--- src/rtl/mdsu_pkg.sv ---
// Shared types and constants for the multiply, divide and shift unit.
package mdsu_pkg;

  // Operation codes carried by the kind field.
  typedef enum logic [2:0] {
    KindMulDiv    = 3'd0,
    KindMulDivShr = 3'd1,
    KindMulShlDiv = 3'd2,
    KindSmulShr   = 3'd3,
    KindUmulShr   = 3'd4
  } kind_e;

  localparam int unsigned DataW    = 32;
  localparam int unsigned ProdW    = 64;
  localparam int unsigned ShiftW   = 6;
  localparam int unsigned KindW    = 3;
  localparam int unsigned DivSteps = ProdW;
  // Four front stages, one stage per quotient bit and one output stage.
  localparam int unsigned Latency  = 4 + DivSteps + 1;

  localparam logic [DataW-1:0] Uint32Max = {DataW{1'b1}};

  // Control that travels with each beat through the divider.
  typedef struct packed {
    logic              valid;
    logic [KindW-1:0]  kind;
    logic [ShiftW-1:0] shift;
    logic              div_zero;
    logic [DataW-1:0]  bypass;
  } ctl_t;

endpackage

--- src/rtl/mdsu_div_stage.sv ---
// One registered restoring-division step producing one quotient bit.
module mdsu_div_stage (
  input  logic                       clk_i,
  input  logic                       rst_ni,
  input  mdsu_pkg::ctl_t             ctl_i,
  input  logic [mdsu_pkg::DataW-1:0] den_i,
  input  logic [mdsu_pkg::DataW-1:0] rem_i,
  input  logic [mdsu_pkg::ProdW-1:0] num_i,
  output mdsu_pkg::ctl_t             ctl_o,
  output logic [mdsu_pkg::DataW-1:0] den_o,
  output logic [mdsu_pkg::DataW-1:0] rem_o,
  output logic [mdsu_pkg::ProdW-1:0] num_o
);

  logic [mdsu_pkg::DataW:0]   trial;
  logic                       fits;
  logic [mdsu_pkg::DataW-1:0] rem_d;
  logic [mdsu_pkg::ProdW-1:0] num_d;
  mdsu_pkg::ctl_t             ctl_q;
  logic [mdsu_pkg::DataW-1:0] den_q, rem_q;
  logic [mdsu_pkg::ProdW-1:0] num_q;

  // Bring down the next numerator bit and try the subtraction.
  always_comb begin
    trial = {rem_i, num_i[mdsu_pkg::ProdW-1]};
    fits  = (trial >= {1'b0, den_i});
    rem_d = fits ? trial[mdsu_pkg::DataW-1:0] - den_i : trial[mdsu_pkg::DataW-1:0];
    num_d = {num_i[mdsu_pkg::ProdW-2:0], fits};
  end

  // The control word, valid bit included, is reset; the datapath is not.
  always_ff @(posedge clk_i or negedge rst_ni) begin
    if (!rst_ni) begin
      ctl_q <= '0;
    end else begin
      ctl_q <= ctl_i;
    end
  end

  always_ff @(posedge clk_i) begin
    den_q <= den_i;
    rem_q <= rem_d;
    num_q <= num_d;
  end

  assign ctl_o = ctl_q;
  assign den_o = den_q;
  assign rem_o = rem_q;
  assign num_o = num_q;

endmodule

--- config.mk ---
export PLATFORM = sky130hd
export DESIGN_NAME = mdsu_div_stage
export DESIGN_NICKNAME = d
export VERILOG_FILES = /design/src/rtl/mdsu_pkg.sv /design/src/rtl/mdsu_div_stage.sv
export SDC_FILE = /design/constraint.sdc
export NUM_CORES = 1
export LEC_CHECK = 0
export BUFFER_PORTS_ARGS = -buffer_cell sky130_fd_sc_hd__buf_2
export CAP_MARGIN = 20
export CORE_AREA = 4 4 130 132
export CTS_BUF_LIST = sky130_fd_sc_hd__clkbuf_8
export CTS_CLUSTER_SIZE = 24
export DETAILED_ROUTE_END_ITERATION = 16
export DIE_AREA = 0 0 134 136
export PLACE_DENSITY_LB_ADDON = 0.25
export SETUP_SLACK_MARGIN = 0.2
export SYNTH_ARGS = -nofsm -noshare
export SYNTH_HDL_FRONTEND = slang
export SYNTH_SLANG_ARGS = --single-unit
--- constraint.sdc ---
create_clock -name clk_i -period 0.8 [get_ports clk_i]
set_input_delay 0.16 -clock clk_i [delete_from_list [all_inputs] [get_ports clk_i]]
set_output_delay 0.16 -clock clk_i [all_outputs]
set_load 0.1 [all_outputs]
==> flow_summary.json <==
{
  "run_status": "finished with violations",
  "violations": "negative hold slack, negative setup slack",
  "hold_path.class": "primary input to register",
  "worst_setup_path_end_kind": "register",
  "fin_ws_ps": -1540,
  "ir_drop_uv": 1490,
  "clk_pin_slew_worst_paths_ps": 110,
  "ys_top_cells_by_area": "dfxtp_1 (43%), dfrtp_1 (18%), ha_1 (6.7%), a21oi_1 (4.5%), inv_1 (2.9%)",
  "dr.first_iter.drc_count": 790,
  "track_usage_pct": 33.8,
  "fill_cells": 424,
  "cts.sinks": 171,
  "worst_pin_slew_ps": 602,
  "dp_slack_ps": -1890,
  "power_density_nw_per_um2": 2170,
  "p_leak_uw": 0.00652,
  "final_hold_viol_count": 12,
  "multi_input_comb_area_sq_um": 2780,
  "placedCellCount": 1177,
  "finalCritPeriodShare_pct": 293,
  "rsz0062_at_grt": "yes",
  "dpl-instance-area_sq_um": 11900,
  "core_sq_um": 15700,
  "fin_area_sq_um": 14800,
  "die_area_sq_um": 18200,
  "final.min_clock_period_ps": 2340,
  "final_cell_count_no_fill": 1376,
  "ys_seq_area_share_pct": 61.0,
  "ff_latch_area_sq_um": 4260,
  "drc": 0,
  "synthFlopType": "dfxtp_1",
  "cts_made_buffers": 17,
  "crit_path_start": "den_i[1]",
  "hpwlAfterDp_mm": 19.5,
  "clock-root-buffer": "clkbuf_8",
  "ys_async_sr_fraction_pct": 25.1,
  "holdBufCountCts": 149,
  "slew_headroom_pct": 59.5,
  "cp-start-kind": "primary input",
  "critPathCapture": "rem_o[7]",
  "cts_tree": "built",
  "start_util_pct": 38.0,
  "pin_count": 344,
  "synth_warnings": 0,
  "htreeDepth": 4,
  "syn-num-nets": 736,
  "vias": 7866,
  "synth_area_sq_um": 5970,
  "cap_violations": 0,
  "crit_arrival_ps": 2720,
  "numPortBuffers": 343,
  "synth_top_cell_by_area": "dfxtp_1",
  "wire_per_inst_microns": 31.0,
  "worstPathMaxFanout": 3,
  "max_clock_freq_mhz": 427,
  "synth.distinct_cells": 50,
  "synth_top_area_share_pct": 43.0,
  "rows": 46,
  "die_x_microns": 134,
  "grt_max_degree": 44,
  "synth_edf_count": 0,
  "drt.antenna.violating_nets": 0,
  "synth_cells": 530,
  "first_pass_iters": 5,
  "wl_mm": 42.6,
  "criticalPathCategory": "primary input to register",
  "crit_required_ps": 1180,
  "syn_area_per_cell_sq_um": 11.3,
  "grt_remaining_overflow": 0,
  "areaGrowthSynthToFinish_pct": 148,
  "final_core_util_pct": 94.2,
  "slew_violations": 0,
  "grt_pass1_wl_mm": 45.8,
  "grt_pass1_vias": 7581,
  "place.gp.congestion": 0.883,
  "layout.nets": 1346,
  "ys_seq_elements": 171,
  "antenna_found_initial": 3,
  "layout-drive-gt1-share_pct": 67.9,
  "post_drt_via_cell_ratio": 5.72,
  "cts_max_path_buffers": 2,
  "setup_violations": 204,
  "fp.dieH_microns": 136,
  "whs_ps": -83.1
}
==> logic make-up after synthesis <==
kind of cell	share of synthesized area (%)
AND/OR/NAND/NOR	8.77
buffers and inverters	4.76
AO/OA/AOI/OAI	12.3
flip-flops	61.0
multiplexers	2.35
XOR/XNOR	3.82
adder cells (fa/ha/maj)	7.05
==> worst max-delay path, stage by stage <==
cell and delay (ps):
buf_2 140, inv_1 60, ha_1 320, nand2b_1 190, a21oi_4 140, buf_4 180, o21a_1 210, o21ai_0 430
nand2b_1 220, a21oi_1 270, xnor2_1 110, mux2_4 270
==> power by group <==
part | leakage [uW] | switching [uW] | internal (uW) | total (uW)
Sequential | 0.00158 | 753 | 9380 | 10100
Clock | 0.000215 | 4070 | 3220 | 7290
Combinational | 0.00472 | 9050 | 5680 | 14700
==> cells in the final DEF, fill, tap and decap left out, types with 8 or more instances in the layout <==
master	synthesis	routed
xor2_1	10	9
a21o_1	8	8
buf_12	0	175
mux2_4	8	8
buf_2	5	167
ha_4	0	15
nand2_1	24	19
nor2_1	37	14
clkbuf_8	0	17
nor2_4	0	15
a21oi_2	1	17
inv_1	46	40
dfxtp_4	0	120
dlygate4sd3_1	0	148
o21ai_0	17	13
ha_1	32	14
xnor2_1	16	16
nand4_1	8	8
a21oi_4	0	8
a21oi_1	54	30
dfrtp_4	0	43
nor2_2	0	8
buf_4	1	101
==> through the flow <==
stage	total power, uW	setup TNS, ps
4_1_cts	29900	-108160
2_1_floorplan	17100	-50120
3_5_place_dp	22300	-56990
6_report	32100	-118850
5_1_grt	32700	-127200
3_3_place_gp	22100	-53810
==> final cells by class <==
cell class / count / area share [%]
tap: 216 / 1.83
inverter: 46 / 1.22
sequential: 171 / 28.8
antenna: 7 / 0.118
clock buffer: 17 / 1.58
multi-input combinational: 296 / 18.8
clock inverter: 15 / 1.39
timing repair buffer: 608 / 46.4
==> layer usage <==
metal | up-vias | GRT usage, % | wire length [microns]
li1 | 3029 | - | -
met1 | 3751 | 33.2 | 13200
met2 | 753 | 64.0 | 20900
met3 | 333 | 9.51 | 4180
met4 | 0 | 18.3 | 4310
met5 | - | 0 | 0
==> flip-flops by register name, summed over array words and instances (netlist names) <==
signal,count
den_o,32
rem_o,32
ctl_o,43
num_o,64
==> synthesized netlist by cell type, drive strengths merged, types with 8 or more instances <==
cell type    n
xnor2       16
nor2        37
o21ai       21
a21oi       55
nand4        8
xor2        10
nand2       24
dfxtp      128
a21o         8
ha          32
nand3        8
mux2         8
dfrtp       43
buf         11
inv         46
==> how the worst min path moves through the flow <==
stage | startpoint | to | cells after the start | slack, ps
detailed placement | rst_ni | ctl_o[8] | 2 | 160
global placement | rst_ni | ctl_o[8] | 2 | 150
CTS | rem_i[22] | rem_o[23] | 2 | -100
finish | rem_i[22] | rem_o[23] | 2 | -80
floorplan | rst_ni | ctl_o[0] | 0 | -140
global route | rem_i[22] | rem_o[23] | 2 | -100
==> what timing repair did <==
item                                   4_1_cts  5_1_grt
cloned                                       3        2
endpoints found under the hold margin      210       19
setup buffers                                2        4
pin swaps                                    9       28
setup endpoints to repair                  204      205
gates resized for setup                     59      112
Note: power is estimated with default switching activity, not from simulation.
